===== config.mk =====
export PLATFORM = sky130hd
export DESIGN_NAME = first_fit_hole_allocator_core
export DESIGN_NICKNAME = d
export VERILOG_FILES = /design/src/rtl/ffha_pkg.sv /design/src/rtl/first_fit_hole_allocator_core.sv /design/src/rtl/ffha_fit_check.sv
export SDC_FILE = /design/constraint.sdc
export NUM_CORES = 1
export LEC_CHECK = 0
export BUFFER_PORTS_ARGS = -buffer_cell sky130_fd_sc_hd__buf_2
export CAP_MARGIN = 20
export CELL_PAD_IN_SITES_DETAIL_PLACEMENT = 1
export CELL_PAD_IN_SITES_GLOBAL_PLACEMENT = 2
export CORE_UTILIZATION = 44
export CTS_BUF_LIST = sky130_fd_sc_hd__clkbuf_8
export DETAILED_ROUTE_END_ITERATION = 10
export PLACE_DENSITY = 0.82
export RECOVER_POWER = 50
export SYNTH_ARGS = -nofsm -noshare
export SYNTH_HDL_FRONTEND = slang
export SYNTH_SLANG_ARGS = --single-unit

===== constraint.sdc =====
create_clock -name clk -period 6.75 [get_ports clk]
set_input_delay 1.0125 -clock clk [delete_from_list [all_inputs] [get_ports clk]]
set_output_delay 1.0125 -clock clk [all_outputs]
set_load 0.02 [all_outputs]

===== src/rtl/ffha_pkg.sv =====
// ============================================================================
// ffha_pkg - shared types and constants for the first-fit hole allocator
// Command and status codes, fixed port field widths, parameter defaults.
// ============================================================================
package ffha_pkg;

  // Fixed widths of the port fields
  localparam int ADDR_W   = 16;
  localparam int SIZE_W   = 16;
  localparam int PID_W    = 8;
  localparam int STATUS_W = 2;

  // Parameter defaults
  localparam int MAX_HOLES_DEF = 16;
  localparam int ADDR_BITS_DEF = 16;

  // Command codes
  localparam logic CMD_ADD   = 1'b0;
  localparam logic CMD_ALLOC = 1'b1;

  // Result status codes
  localparam logic [STATUS_W-1:0] ST_ADDED = 2'd0;
  localparam logic [STATUS_W-1:0] ST_ALLOC = 2'd1;
  localparam logic [STATUS_W-1:0] ST_NOFIT = 2'd2;
  localparam logic [STATUS_W-1:0] ST_FULL  = 2'd3;

  // Outcome of checking one hole against a request
  typedef struct packed {
    logic fits;
    logic exact;
  } fit_flags_t;

endpackage


===== src/rtl/first_fit_hole_allocator_core.sv =====
// ============================================================================
// first_fit_hole_allocator_core - first-fit free hole table
// Ordered hole table in one synchronous RAM; add appends at the tail,
// allocate scans from the head and cuts or removes the first fitting hole.
// ============================================================================
//
//  channel   ports                                      handshake
//  --------  -----------------------------------------  ----------------------
//  input     in_command in_hole_start in_hole_end        start && !busy
//            in_process_id in_request_size
//  result    out_status out_granted_start                out_valid, one cycle
//            out_granted_end out_granted_owner
//
//  Add, or allocate on an empty table: result on the next cycle, busy stays low.
//  Allocate: the read of the first hole is issued on accept, then the scan
//  steps through the holes from the head, then on an exact fit every later
//  hole is moved up one place; scan and shift together cover at most the
//  hole count, and both go through the single RAM port.
//  Reset empties the table (count to zero); no clearing pass.
//  The receiver cannot stall: each result is a one-cycle out_valid pulse.
//
module first_fit_hole_allocator_core #(
  parameter int MAX_HOLES = ffha_pkg::MAX_HOLES_DEF,
  parameter int ADDR_BITS = ffha_pkg::ADDR_BITS_DEF
) (
  input  logic                          clk,
  input  logic                          rst_n,
  input  logic                          start,
  output logic                          busy,
  input  logic                          in_command,
  input  logic [ffha_pkg::ADDR_W-1:0]   in_hole_start,
  input  logic [ffha_pkg::ADDR_W-1:0]   in_hole_end,
  input  logic [ffha_pkg::PID_W-1:0]    in_process_id,
  input  logic [ffha_pkg::SIZE_W-1:0]   in_request_size,
  output logic                          out_valid,
  output logic [ffha_pkg::STATUS_W-1:0] out_status,
  output logic [ffha_pkg::ADDR_W-1:0]   out_granted_start,
  output logic [ffha_pkg::ADDR_W-1:0]   out_granted_end,
  output logic [ffha_pkg::PID_W-1:0]    out_granted_owner
);
  import ffha_pkg::*;

  localparam int CW = $clog2(MAX_HOLES + 1);
  localparam int IW = (MAX_HOLES > 1) ? $clog2(MAX_HOLES) : 1;
  localparam int RW = (ADDR_BITS > ADDR_W) ? ADDR_BITS : ADDR_W;
  localparam int DW = 2 * ADDR_BITS;

  localparam logic [1:0] S_IDLE  = 2'd0;
  localparam logic [1:0] S_SCAN  = 2'd1;
  localparam logic [1:0] S_SHIFT = 2'd2;

  // hole table, entry = {start, end}
  logic [DW-1:0] mem [MAX_HOLES];
  logic [DW-1:0] rd_data_r;
  logic          mem_we;
  logic [IW-1:0] mem_waddr;
  logic [DW-1:0] mem_wdata;
  logic [IW-1:0] mem_raddr;

  logic [1:0]        state_r, state_nxt;
  logic [CW-1:0]     count_r, count_nxt;
  logic [CW-1:0]     idx_r, idx_nxt;
  logic [SIZE_W-1:0] size_r, size_nxt;
  logic [PID_W-1:0]  pid_r, pid_nxt;

  logic                out_valid_r, out_valid_nxt;
  logic [STATUS_W-1:0] status_r, status_nxt;
  logic [ADDR_W-1:0]   gstart_r, gstart_nxt;
  logic [ADDR_W-1:0]   gend_r, gend_nxt;
  logic [PID_W-1:0]    owner_r, owner_nxt;

  logic [CW-1:0] idx_p1;
  logic [CW-1:0] idx_p2;
  logic          accept;

  logic [RW-1:0]        hs_ext;
  logic [RW-1:0]        he_ext;
  logic [ADDR_BITS-1:0] rd_start;
  logic [ADDR_BITS-1:0] rd_end;
  fit_flags_t           fit;
  logic [ADDR_BITS-1:0] cut_start;
  logic [ADDR_W-1:0]    fit_gstart;
  logic [ADDR_W-1:0]    fit_gend;

  assign busy     = (state_r != S_IDLE);
  assign accept   = start && !busy;
  assign idx_p1   = idx_r + CW'(1);
  assign idx_p2   = idx_r + CW'(2);
  assign hs_ext   = RW'(in_hole_start);
  assign he_ext   = RW'(in_hole_end);
  assign rd_start = rd_data_r[DW-1:ADDR_BITS];
  assign rd_end   = rd_data_r[ADDR_BITS-1:0];

  ffha_fit_check #(
    .ADDR_BITS (ADDR_BITS)
  ) u_fit (
    .hole_start  (rd_start),
    .hole_end    (rd_end),
    .req_size    (size_r),
    .flags       (fit),
    .cut_start   (cut_start),
    .grant_start (fit_gstart),
    .grant_end   (fit_gend)
  );

  always_comb begin
    state_nxt     = state_r;
    count_nxt     = count_r;
    idx_nxt       = idx_r;
    size_nxt      = size_r;
    pid_nxt       = pid_r;
    out_valid_nxt = 1'b0;
    status_nxt    = status_r;
    gstart_nxt    = gstart_r;
    gend_nxt      = gend_r;
    owner_nxt     = owner_r;
    mem_we        = 1'b0;
    mem_waddr     = idx_r[IW-1:0];
    mem_wdata     = rd_data_r;
    mem_raddr     = '0;

    case (state_r)
      S_IDLE: begin
        mem_raddr = '0;
        if (accept) begin
          gstart_nxt = '0;
          gend_nxt   = '0;
          owner_nxt  = '0;
          if (in_command == CMD_ADD) begin
            out_valid_nxt = 1'b1;
            if (count_r == CW'(MAX_HOLES)) begin
              status_nxt = ST_FULL;
            end else begin
              status_nxt = ST_ADDED;
              mem_we     = 1'b1;
              mem_waddr  = count_r[IW-1:0];
              mem_wdata  = {hs_ext[ADDR_BITS-1:0], he_ext[ADDR_BITS-1:0]};
              count_nxt  = count_r + CW'(1);
            end
          end else begin
            size_nxt = in_request_size;
            pid_nxt  = in_process_id;
            if (count_r == '0) begin
              out_valid_nxt = 1'b1;
              status_nxt    = ST_NOFIT;
            end else begin
              // read of entry 0 issued this cycle
              idx_nxt   = '0;
              state_nxt = S_SCAN;
            end
          end
        end
      end

      S_SCAN: begin
        // rd_data_r holds entry idx_r; prefetch the next one
        mem_raddr = idx_p1[IW-1:0];
        if (fit.fits) begin
          out_valid_nxt = 1'b1;
          status_nxt    = ST_ALLOC;
          gstart_nxt    = fit_gstart;
          gend_nxt      = fit_gend;
          owner_nxt     = pid_r;
          if (fit.exact) begin
            if (idx_p1 == count_r) begin
              count_nxt = count_r - CW'(1);
              state_nxt = S_IDLE;
            end else begin
              state_nxt = S_SHIFT;
            end
          end else begin
            mem_we    = 1'b1;
            mem_wdata = {cut_start, rd_end};
            state_nxt = S_IDLE;
          end
        end else if (idx_p1 == count_r) begin
          out_valid_nxt = 1'b1;
          status_nxt    = ST_NOFIT;
          gstart_nxt    = '0;
          gend_nxt      = '0;
          owner_nxt     = '0;
          state_nxt     = S_IDLE;
        end else begin
          idx_nxt = idx_p1;
        end
      end

      S_SHIFT: begin
        // rd_data_r holds entry idx_r+1; move it up into idx_r
        mem_raddr = idx_p2[IW-1:0];
        mem_we    = 1'b1;
        mem_wdata = rd_data_r;
        if (idx_p2 == count_r) begin
          count_nxt = count_r - CW'(1);
          state_nxt = S_IDLE;
        end else begin
          idx_nxt = idx_p1;
        end
      end

      default: begin
        state_nxt = S_IDLE;
      end
    endcase
  end

  always_ff @(posedge clk) begin
    if (mem_we) begin
      mem[mem_waddr] <= mem_wdata;
    end
    rd_data_r <= mem[mem_raddr];
  end

  always_ff @(posedge clk) begin
    if (!rst_n) begin
      state_r     <= S_IDLE;
      count_r     <= '0;
      idx_r       <= '0;
      out_valid_r <= 1'b0;
    end else begin
      state_r     <= state_nxt;
      count_r     <= count_nxt;
      idx_r       <= idx_nxt;
      out_valid_r <= out_valid_nxt;
    end
  end

  always_ff @(posedge clk) begin
    size_r   <= size_nxt;
    pid_r    <= pid_nxt;
    status_r <= status_nxt;
    gstart_r <= gstart_nxt;
    gend_r   <= gend_nxt;
    owner_r  <= owner_nxt;
  end

  assign out_valid         = out_valid_r;
  assign out_status        = status_r;
  assign out_granted_start = gstart_r;
  assign out_granted_end   = gend_r;
  assign out_granted_owner = owner_r;

  // ---------------------------------------------------------------------------
  a_count_bound : assert property (@(posedge clk) disable iff (!rst_n)
    count_r <= CW'(MAX_HOLES))
    else $error("hole count above table depth");

  a_add_result : assert property (@(posedge clk) disable iff (!rst_n)
    (accept && (in_command == CMD_ADD)) |=> out_valid_r)
    else $error("add transaction without result next cycle");

  a_scan_index : assert property (@(posedge clk) disable iff (!rst_n)
    (state_r == S_SCAN) |-> (idx_r < count_r))
    else $error("scan index past last hole");

  a_shift_index : assert property (@(posedge clk) disable iff (!rst_n)
    (state_r == S_SHIFT) |-> (idx_p2 <= count_r))
    else $error("shift reads past last hole");

  a_alloc_from_scan : assert property (@(posedge clk) disable iff (!rst_n)
    (out_valid_r && (status_r == ST_ALLOC)) |-> $past(state_r == S_SCAN))
    else $error("grant not produced by scan");

endmodule


===== src/rtl/ffha_fit_check.sv =====
// ============================================================================
// ffha_fit_check - hole versus request comparison
// Decides whether a hole holds the request, whether it is an exact fit,
// and forms the cut start and the grant addresses.
// ============================================================================
module ffha_fit_check #(
  parameter int ADDR_BITS = ffha_pkg::ADDR_BITS_DEF
) (
  input  logic [ADDR_BITS-1:0]        hole_start,
  input  logic [ADDR_BITS-1:0]        hole_end,
  input  logic [ffha_pkg::SIZE_W-1:0] req_size,
  output ffha_pkg::fit_flags_t        flags,
  output logic [ADDR_BITS-1:0]        cut_start,
  output logic [ffha_pkg::ADDR_W-1:0] grant_start,
  output logic [ffha_pkg::ADDR_W-1:0] grant_end
);
  import ffha_pkg::*;

  localparam int RW = (ADDR_BITS > SIZE_W) ? ADDR_BITS : SIZE_W;

  logic [RW-1:0] s_ext;
  logic [RW-1:0] e_ext;
  logic [RW-1:0] sz_ext;
  logic [RW-1:0] room;
  logic [RW-1:0] sum;

  always_comb begin
    s_ext  = RW'(hole_start);
    e_ext  = RW'(hole_end);
    sz_ext = RW'(req_size);
    room   = e_ext - s_ext;
    // inverted hole never fits
    flags.fits  = (e_ext >= s_ext) && (room >= sz_ext);
    flags.exact = flags.fits && (room == sz_ext);
    // for a fitting hole start + size stays at or below the hole end, so no wrap
    sum         = s_ext + sz_ext;
    cut_start   = sum[ADDR_BITS-1:0];
    grant_start = s_ext[ADDR_W-1:0];
    grant_end   = sum[ADDR_W-1:0];
  end

endmodule

# After elaboration in Yosys (flattened, before gate mapping)
# Memories as Yosys holds them, arrays and structs flattened. A register that Yosys moved wholly into a read port is not among the register bits.
# Index checks and enable logic that the tools add are counted.
# word_totals
register_bits	79
mem_bits_rw	512
inputBits	60
output_inout_bits	44
wordCells	120
memories	1
# op_classes
addsub	6
order_cmp	2
eq_ne	20
mux	66
reduce_logical	15
# memory_table
memory	depth	width	rd	rd_clocked_by_memory_dff	wr	line_no	text
mem	16	32	1	1	1	first_fit_hole_allocator_core.sv:53	logic [DW-1:0] mem [MAX_HOLES];
# op_table
operator	count
$mux 32	5
$mux 5	13
$mux 16	4
$pmux 16 s2	2
$pmux 32 s2	1
$ge 16x16->1	2
$pmux 5 s3	2
$mux 2	14
$mux 8	3
$ne 2x2->1 const B	12
$add 16x16->16	1
$eq 16x16->1	1
$mux 4	4
$pmux 8 s2	1
$sub 16x16->16	1
$mux 1	12
$add 5x1->5 const B	2
$eq 5x5->1	2
$pmux 4 s2	1
$reduce_and 8->1	1
$reduce_and 7->1	1
$ne 3x3->1 const B	2
$pmux 2 s3	1
$reduce_and 3->1	2
other kinds (16)	19

# Longest topological paths before layout
# Gate-level depths: netlist of run 1.
# depth
word_depth	9
depth_mapped	21

# Cells and area by module
# From an unflattened synthesis of run 1, not the netlist that was laid out.
# hier_totals
cells_unflattened	1507
area_unflattened_um2	26588.0
# modules_own_cells
mod	instances	cells_each	area_each_um2
first_fit_hole_allocator_core	1	1200	24348.4
ffha_fit_check	1	307	2239.6

# Least setup slack after synthesis of run 1
# No wires, ideal clock.
# synth_timing
path_type	reg2reg
start	register rd_data_r[17], read port of mem
end	memory mem[15][0] (netlist name) (enable)
setup_ps	501
t_arrival_ps	6903
setup_slack_ps	-654
stages_incl_launch_ff	21
path_cell_list	dfxtp_1 inv_1 ha_1 nor2b_1 o21ai_0 a21boi_0 o21ai_0 a21oi_1 a41oi_1 a211oi_1 xor2_1 ha_1 nand4_1 or2_1 nor3_4 a211oi_1 and3_4 nor4_4 nor3_2 buf_2 nor4_1
# synth_via
elab_chain_cells	9
word_cells_on_any_way	11
cone_classes	add/sub: 1; order compare: 2; eq/ne: 1; mux: 5; reduce/logical: 2
# synth_lines
element	line_no	text
start: declaration	first_fit_hole_allocator_core.sv:54	logic [DW-1:0] rd_data_r;
$sub 16x16->16	ffha_fit_check.sv:31	room = e_ext - s_ext;
$ge 16x16->1	ffha_fit_check.sv:33	flags.fits = (e_ext >= s_ext) && (room >= sz_ext);
$logic_and 1x1->1	ffha_fit_check.sv:33	
$logic_and 1x1->1	ffha_fit_check.sv:34	flags.exact = flags.fits && (room == sz_ext);
$mux 1	first_fit_hole_allocator_core.sv:164	if (fit.exact) begin
$mux 1 *	first_fit_hole_allocator_core.sv:158	if (fit.fits) begin
$pmux 1 s3 *	first_fit_hole_allocator_core.sv:122	case (state_r)
$mux 1 *	first_fit_hole_allocator_core.sv:208	if (mem_we) begin
$mux 1 (not written as such) *	first_fit_hole_allocator_core.sv:209	mem[mem_waddr] <= mem_wdata;
end: declaration	first_fit_hole_allocator_core.sv:53	
# Mark *: on every way between the ends. The rest lies on a longest branch, timed or not.

# Worst setup path in the final report of run 1
# layout_timing
start	register rd_data_r[17], read port of mem
end	memory mem[10][29] (netlist name), data pin
# layout_via
elab_chain_cells	7
word_cells_on_any_way	10
cone_classes	add/sub: 2; order compare: 2; eq/ne: 1; mux: 3; reduce/logical: 2
# layout_lines
element	line_no	text
$sub 16x16->16	ffha_fit_check.sv:31	
$ge 16x16->1	ffha_fit_check.sv:33	
$logic_and 1x1->1	ffha_fit_check.sv:33	
$logic_and 1x1->1	ffha_fit_check.sv:34	
$mux 32	first_fit_hole_allocator_core.sv:164	
$mux 32 *	first_fit_hole_allocator_core.sv:158	
$pmux 32 s2 *	first_fit_hole_allocator_core.sv:122	
named net mem_wdata[29]	first_fit_hole_allocator_core.sv:57	logic [DW-1:0] mem_wdata;
# Mark *: on every way through the listed nets, which the timed path passes. The rest lies on a longest branch.

==> results_dict.tcl, run 1 <==
set metrics [dict create \
    outcome "finished, violations left" \
    violations "capacitance limit, slew limit" \
    nets 1815 \
    drt-initial-drc-count 1147 \
    cts_buffer_depth 3 \
    dieArea_um2 60140 \
    synth-seq-area-share_pct 70.14 \
    routed_wl_mm 70.54 \
    grt_pass1_vias 16080 \
    worst_slack_ps 803.5 \
    relSlewSlack_pct -71.14 \
    dp_cells 2361 \
    endpoint_kind "register" \
    synth-seq-cells 623 \
    min_from "in_request_size[1]" \
    drc 0 \
    clock-sinks 623 \
    yosysTopAreaCell "edfxtp_1" \
    dpl.hpwl_mm 45.70 \
    cts_resized 0 \
    critPathLaunch "rd_data_r[17]$_DFF_P_" \
    fmax_ghz 0.1682 \
    synth_area_um2 26030 \
    synth_edf_count 578 \
    dp_slack_ps 929.6 \
    die_w_um 245.2 \
    grt_first_pass_wirelength_mm 105.2 \
    grt_max_degree 129 \
    finalSetupViolations 0 \
    rsz0062_at_grt "no" \
    port_buffers 103 \
    synthFlopType "edfxtp_1" \
    yosysWarnings 0 \
    synth_area_leaders "edfxtp_1 67%, mux4_2 11%, dfxtp_1 3.5%" \
    die_h_um 245.2 \
    timing.max_cap.violations 2 \
    num_vias 15150 \
    power.total_w 0.01187 \
    rr_startpoint "rd_data_r[17]$_DFF_P_" \
    synthCells 1528 \
    syn_nets 1647 \
    overflow 0 \
    initial_utilization_pct 44.86 \
    rows 88 \
    core_um2 58030 \
    hold_viol 0 \
    synth.distinct_cells 63 \
    grt_use_total_pct 23.82 \
    ant_nets 0 \
    p_leak_nw 10.31 \
    netlist.area_leader.share_pct 66.68 \
    vias_per_cell 5.942 \
    routedWlPerCell_um 27.67 \
    hold_path.class "input port to register" \
    timing_worst_setup_path_type "register to register" \
    powerDensity_nw_per_um2 404.7 \
    max_slew.worst_pin.slew_ps 2561 \
    peakVddDrop_uv 250.1 \
    cts_hold_buffers 0 \
    period_needed_ps 5946 \
    path_clk_slew_ps 70 \
    cts_tree "done" \
    slew_viol_final 61 \
    htree_levels 3 \
    crit_fanout 17 \
    cts_inserted_buffers 96 \
    clock_skew_ps 34.31 \
    required_ps 7080 \
    num_io_pins 104 \
    clkLatencyLatePin_ps 700 \
    layout-drive-gt1-share_pct 20.57 \
    start_kind "register" \
    place_area_um2 27660 \
    syn2layout_area_growth_pct 12.64 \
    stdcell_area_um2 29320 \
    syn_area_per_cell_um2 17.04 \
    antenna_found_initial 4 \
    cts_root_buf "clkbuf_8" \
    arrival_ps 6270 \
    async_flop_share_pct 0 \
    post_cts_buffers 0 \
    instances_no_fill 2549 \
    drtPass1Iterations 5 \
    setup-tns-final_ps 0 \
    gp_congestion 0.8800 \
    finalCritPeriodShare_pct 88.10 \
]
[state kept, by name, indices dropped and copies added (netlist names), 5 cells and up]
name / cells
mem: 512
rd_data_r: 32
out_granted_end: 16
out_granted_start: 16
size_r: 16
out_granted_owner: 8
pid_r: 8
count_r: 5
idx_r: 5
[layout by cell type (no fill, tap or decap), drive strengths merged, types with 3 or more instances in the layout]
master  netlist  routed
a211oi       36      36
a21o         23      23
a21oi        43      43
a221o         8       8
a22o         21      21
a31oi        46      46
and2         39      39
and3         26      26
buf          35      91
clkbuf       40     156
clkinv        0      32
dfxtp        45      45
diode         0       5
edfxtp      578     578
fa            3       3
ha           56      56
inv          51      97
mux2i         5       5
mux4        128     128
nand2        99      99
nand2b        8       8
nand3        18      18
nand4        10      10
nor2         41      41
nor2b         7       7
nor3         28      28
nor4         19      19
o21a          7       7
o21ai        25      25
o21bai        3       3
o31ai         6       6
or2           3       3
or3           4       4
xnor2        20      20
xor2         18      18
[routing by layer]
layer	routed length (um)	track usage, %	up-vias
li1	-	-	6490
met1	29090	31.79	7938
met2	34420	39.08	591
met3	4852	4.428	126
met4	2172	8.419	0
met5	0	0	-
[cells by family (layout without fill, tap and decap cells)]
| logic type | Yosys count | count (layout) | share of synthesized area (%) |
|---|---|---|---|
| and+or+nand+nor | 308 | 308 | 6.076 |
| DFF | 623 | 623 | 70.14 |
| buffers and inverters | 126 | 377 | 1.942 |
| adders and majority gates | 59 | 59 | 2.922 |
| muxes | 133 | 133 | 11.27 |
| other | 0 | 5 | 0 |
| xor gates and xnor gates | 38 | 38 | 1.279 |
| AOI/OAI and AO/OA | 241 | 241 | 6.378 |
[cell usage after synthesis (all sizes together) (3+ instances only)]
cell type	n
nor3	28
fa	3
nand4	10
o21ai	25
mux2i	5
o21a	7
nand2b	8
dfxtp	45
a211oi	36
nor2b	7
a221o	8
a21oi	43
o31ai	6
xor2	18
clkbuf	40
buf	35
xnor2	20
nor2	41
and3	26
a31oi	46
a21o	23
edfxtp	578
and2	39
nand2	99
or2	3
a22o	21
nor4	19
mux4	128
inv	51
o21bai	3
ha	56
nand3	18
or3	4
[report_power, final]
group | internal (W) | leakage [nW] | switching (W)
Combinational | 0.00120 | 3.60 | 0.00244
Sequential | 0.00510 | 5.64 | 0.000227
Clock | 0.00141 | 1.07 | 0.00149
[area by class of cell]
cell class	count	area, um^2
flip-flops and latches	623	18260
well taps	765	957.2
clock buffers	102	1404
multi-input cells	779	7375
inverters	51	191.4
diodes	5	12.51
fillers	5537	28700
clock inverters	79	360.3
repair buffers	145	764.5
[path summary, 6_finish.rpt]
| kind | end | slack [ps] | cells past startpoint |
|---|---|---|---|
| max | mem[10][29]$_DFFE_PP_ | 800 | 19 |
| min | size_r[1]$_DFFE_PP_ | 490 | 1 |
| max reg2reg | mem[10][29]$_DFFE_PP_ | 800 | 19 |
| min reg2reg | out_granted_owner[6]$_SDFFCE_PN0P_ | 550 | 1 |
[worst max-delay path, stage by stage (launching register included)]
cell      delay, ps
dfxtp_1         480
inv_1           130
ha_1            310
nor2b_1         120
o21ai_0         110
a21boi_0        270
o21ai_0         150
a21oi_1         300
a41oi_1         210
a211oi_1        290
xor2_1          110
ha_1            310
nand4_1         120
or2_0           280
nor3_4          320
a211oi_1        120
and3_1          260
nor3_1          630
o21ai_1         360
a221o_1         700
[stage by stage]
stage | utilization, % | hold WS, ps
after CTS | 50.71 | 447.1
after floorplan | - | 498.0
after detailed placement | 47.67 | 537.3
final | 50.53 | 489.0
after global placement | 47.67 | 524.8
after global routing | 50.52 | 460.9
No activity file was read; power rests on OpenSTA's default activity.
==> inputs of run 2 (changes only) <==
- CORE_UTILIZATION: 44 -> 35
- PLACE_DENSITY: 0.82 -> 0.69
- REMOVE_ABC_BUFFERS: not set -> 1
==> run 2 against run 1 <==
Compared with the run above: the run ends with DRC, capacitance limit, slew limit left; critical endpoint is now mem[9][29]$_DFFE_PP_; largest cell class unchanged; hold slack improved by 5.8 ps; critical path type unchanged; utilization fell by 9.9 points; design area rose by 1.7%; combinational power barely moved; critical path depth rose by 1; sequential power barely moved; largest power group unchanged; register-to-register slack got worse by 210 ps; clock-buffer cell count rose by 5; die area rose by 25%; sequential cell count did not move.
==> results_dict.tcl, run 2 (same netlist as run 1, synthesis figures left out) <==
set metrics [dict create \
    min_from "in_request_size[2]" \
    required_ps 7090 \
    max_slew.worst_pin.slew_ps 1994 \
    relSlewSlack_pct -32.96 \
    period_needed_ps 6157 \
    core_um2 73330 \
    vias_per_cell 5.469 \
    power.total_w 0.01227 \
    clock_skew_ps 47.83 \
    powerDensity_nw_per_um2 411.3 \
    crit_fanout 16 \
    num_io_pins 104 \
    cts_resized 0 \
    grt_use_total_pct 19.62 \
    reg2reg_to "mem[9][29]$_DFFE_PP_" \
    dpl.hpwl_mm 46.04 \
    rows 99 \
    cts_buffer_depth 3 \
    start_kind "register" \
    path_clk_slew_ps 70 \
    die_h_um 274.7 \
    initial_utilization_pct 35.50 \
    final_cell_mix "578 x edfxtp_1, 128 x mux4_2, 107 x clkbuf_8" \
    clock-sinks 623 \
    drc 25 \
    timing_worst_setup_path_type "register to register" \
    hold_path.class "input port to register" \
    reg2reg_depth 20 \
    p_leak_nw 10.36 \
    htree_levels 3 \
    cts_tree "done" \
    syn2layout_area_growth_pct 14.57 \
    port_buffers 103 \
    ant_nets 0 \
    dp_slack_ps 820.1 \
    rsz0062_at_grt "no" \
    hold_path_end "size_r[2]$_DFFE_PP_" \
    routed_wl_mm 73.61 \
    antenna_found_initial 1 \
    cts_root_buf "clkbuf_8" \
    routedWlPerCell_um 26.74 \
    post_cts_buffers 0 \
    finalSetupViolations 0 \
    drtPass1Iterations 10 \
    die_w_um 274.7 \
    stdcell_area_um2 29820 \
    peakVddDrop_uv 254.0 \
    finalCritPeriodShare_pct 91.22 \
    critPathLaunch "rd_data_r[17]$_DFF_P_" \
    slew_viol_final 135 \
    grt_pass1_vias 15910 \
    largest_reg_flops 512 \
    clkLatencyLatePin_ps 730 \
    fmax_ghz 0.1624 \
    cts_inserted_buffers 103 \
    dieArea_um2 75470 \
    timing.max_cap.violations 4 \
    worst_slack_ps 592.5 \
    rr_startpoint "rd_data_r[17]$_DFF_P_" \
    drt-initial-drc-count 1276 \
    r2r_slack_ps 590 \
    top_register "mem" \
    place_area_um2 27950 \
    arrival_ps 6500 \
    cts_hold_buffers 0 \
    outcome "finished, violations left" \
    hold_depth 1 \
    final_common_cell "edfxtp_1" \
    layout-drive-gt1-share_pct 21.22 \
    hold_viol 0 \
    gp_congestion 0.8178 \
    grt_max_degree 129 \
    endpoint_kind "register" \
    reg_top3 "mem (512), rd_data_r (32)" \
    num_vias 15060 \
    nets 1822 \
    overflow 0 \
    violations "DRC, capacitance limit, slew limit" \
    grt_first_pass_wirelength_mm 107.0 \
]
## run 2: worst max path at each step
stage,endpoint,slack [ps]
finish,mem[9][29]$_DFFE_PP_,590
CTS,mem[9][28]$_DFFE_PP_,790
floorplan,rd_data_r[30]$_DFF_P_,-5010
global placement,mem[9][2]$_DFFE_PP_,980
detailed placement,mem[9][10]$_DFFE_PP_,820
global route,rd_data_r[20]$_DFF_P_,240
## run 2: metal layers
layer	routed length [um]	vias up	global-route usage (%)
met5	0	-	0
met4	1640	0	5.468
met3	3775	118	3.003
met2	34950	448	31.41
met1	33240	7990	27.79
li1	-	6500	-
## run 2: worst max-delay path: stages, from the launching register on
cell      delay (ps)
dfxtp_1          460
inv_1            100
ha_1             310
nor2b_1          120
o21ai_0          110
a21boi_0         260
o21ai_0          160
a21oi_1          380
a41oi_1          210
a211oi_1         300
xor2_1           130
ha_1             310
nand4_1          130
or2_0            300
nor3_4           350
a211oi_1         140
and3_1           250
nor3_1           790
o21ai_0          180
buf_4            220
a221o_1          590
## run 2: layout make-up
cell class                 count  area [um^2]
fill                        7369        43510
sequential                   623        18260
multi-input combinational    779         7396
clock buffer                 107         1473
tap                          959         1200
timing repair buffer         145        745.7
clock inverter                86        553.0
inverter                      51        191.4
antenna                        3        7.507
## run 2: stage by stage
step                      hold WS (ps)  cells  setup TNS (ps)  util [%]
after floorplan                  498.0   1453         -592390         -
after CTS                        437.5   2748               0     40.88
after detailed placement         535.0   2555               0     38.12
after global routing             447.4   2751               0     40.66
final                            494.7   2753               0     40.67
after global placement           525.0   2554               0     38.08
## run 2: where the power goes
group	switching, W	internal, W	leakage, nW
clock	0.00156	0.00172	1.13
sequential	0.000260	0.00510	5.64
combinational	0.00242	0.00121	3.60
total	0.00425	0.00802	10.4
==> inputs of run 3 (changes only) <==
- PLACE_DENSITY: 0.69 -> 0.66
- TNS_END_PERCENT: not set -> 20
- clock period: 6.75 -> 7.4 ns (I/O delays scaled with it)
==> run 3 against run 2 <==
Compared with the run above: the flow still finishes with violations (DRC, capacitance limit, slew limit); critical path depth down 1; hold slack better by 49 ps; clock power down 12%; largest cell class unchanged; largest power group unchanged.
==> results_dict.tcl, run 3 (same netlist as run 1, synthesis figures left out) <==
set metrics [dict create \
    fmax_ghz 0.1586 \
    relSlewSlack_pct -29.81 \
    required_ps 7730 \
    crit_fanout 16 \
    reg2reg_to "mem[10][29]$_DFFE_PP_" \
    final_cell_mix "578 x edfxtp_1, 128 x mux4_2, 108 x clkbuf_8" \
    clock-sinks 623 \
    htree_levels 3 \
    drtPass1Iterations 8 \
    clock_skew_ps 44.93 \
    critPathLaunch "rd_data_r[17]$_DFF_P_" \
    rr_startpoint "rd_data_r[17]$_DFF_P_" \
    reg_top3 "mem (512), rd_data_r (32)" \
    ant_nets 0 \
    grt_max_degree 83 \
    core_um2 73330 \
    outcome "finished, violations left" \
    die_h_um 274.7 \
    overflow 0 \
    path_clk_slew_ps 60 \
    hold_path.class "register to register" \
    dieArea_um2 75470 \
    drt-initial-drc-count 1216 \
    gp_congestion 0.8325 \
    finalSetupViolations 0 \
    reg2reg_depth 19 \
    final_common_cell "edfxtp_1" \
    cts_buffer_depth 3 \
    start_kind "register" \
    finalCritPeriodShare_pct 85.22 \
    setup-tns-final_ps 0 \
    layout-drive-gt1-share_pct 20.41 \
    hold_path_end "out_granted_owner[1]$_SDFFCE_PN0P_" \
    cts_tree "done" \
    rsz0062_at_grt "no" \
    violations "DRC, capacitance limit, slew limit" \
    vias_per_cell 5.469 \
    cts_inserted_buffers 101 \
    drc 11 \
    powerDensity_nw_per_um2 372.6 \
    grt_pass1_vias 15730 \
    initial_utilization_pct 35.50 \
    hold_viol 0 \
    port_buffers 103 \
    period_needed_ps 6306 \
    largest_reg_flops 512 \
    nets 1823 \
    dp_slack_ps 1562 \
    cts_root_buf "clkbuf_8" \
    num_io_pins 104 \
    endpoint_kind "register" \
    routed_wl_mm 73.94 \
    dpl.hpwl_mm 47.00 \
    arrival_ps 6640 \
    min_from "pid_r[1]$_DFFE_PP_" \
    grt_first_pass_wirelength_mm 107.3 \
    max_slew.worst_pin.slew_ps 1947 \
    worst_slack_ps 1094 \
    clkLatencyLatePin_ps 720 \
    p_leak_nw 10.32 \
    grt_use_total_pct 19.80 \
    peakVddDrop_uv 193.3 \
    syn2layout_area_growth_pct 14.35 \
    post_cts_buffers 0 \
    r2r_slack_ps 1090 \
    routedWlPerCell_um 26.90 \
    timing.max_cap.violations 2 \
    die_w_um 274.7 \
    timing_worst_setup_path_type "register to register" \
    antenna_found_initial 3 \
    cts_resized 0 \
    rows 99 \
    num_vias 15030 \
    slew_viol_final 42 \
    cts_hold_buffers 0 \
    top_register "mem" \
    hold_depth 1 \
]
==> run 3: cell types whose count changed in the layout (fill, tap and decap cells not counted), moves of 3 or more <==
cell and change:
clkbuf_1 +10, and2_0 -7, and2_1 +7, inv_1 +7
clkinv_2 -6, buf_2 -5, clkinv_1 -5, bufinv_16 -3
==> run 3: worst max path at each step <==
| stage | end | slack (ps) | cells past startpoint |
|---|---|---|---|
| global route | mem[4][29]$_DFFE_PP_ | 650 | 19 |
| floorplan | rd_data_r[30]$_DFF_P_ | -4360 | 8 |
| finish | mem[10][29]$_DFFE_PP_ | 1090 | 19 |
| detailed placement | mem[2][5]$_DFFE_PP_ | 1560 | 22 |
| global placement | mem[3][3]$_DFFE_PP_ | 1720 | 22 |
| CTS | mem[3][20]$_DFFE_PP_ | 1520 | 22 |
==> run 3: report_power, final <==
part | total [W] | leakage [nW] | internal, W | switching, W
clock network | 0.00288 | 1.11 | 0.00147 | 0.00141
registers | 0.00490 | 5.64 | 0.00465 | 0.000254
logic | 0.00331 | 3.57 | 0.00110 | 0.00221
==> run 3: stage by stage <==
stage	cell area, um^2	power (W)	util [%]	hold WS [ps]	std cells
3_5_place_dp	27900	0.008351	38.04	532.0	2554
3_3_place_gp	27900	0.008252	38.04	529.0	2554
4_1_cts	29840	0.01125	40.69	546.9	2741
2_1_floorplan	25720	0.007367	-	498.0	1453
5_1_grt	29770	0.01165	40.59	554.8	2749
6_report	29770	0.01109	40.59	544.0	2749
==> run 3: final cells by class <==
type / count / area, um^2
clock buffers: 108 / 1486
diodes: 2 / 5.005
well taps: 959 / 1200
flip-flops and latches: 623 / 18260
multi-input cells: 779 / 7397
fillers: 7334 / 43560
clock inverters: 79 / 456.7
inverters: 51 / 191.4
repair buffers: 148 / 772.0
==> run 3: routing by layer <==
metal	global-route usage, %	vias up	part of all wire [%]
met3	3.456	119	5.7
met4	5.658	0	2.4
li1	-	6495	-
met5	0	-	0
met2	30.94	479	46
met1	28.37	7941	46
==> run 3: critical path: stages, from the launching register on <==
cell and delay (ps):
dfxtp_1 450, inv_1 90, ha_1 300, nor2b_1 120
o21ai_0 100, a21boi_0 260, o21ai_0 150, a21oi_1 320
a41oi_1 200, a211oi_1 300, xor2_1 120, ha_1 300
nand4_1 130, or2_0 300, nor3_4 330, a211oi_1 120
and3_1 250, nor3_1 800, o21ai_0 580, a221o_1 730
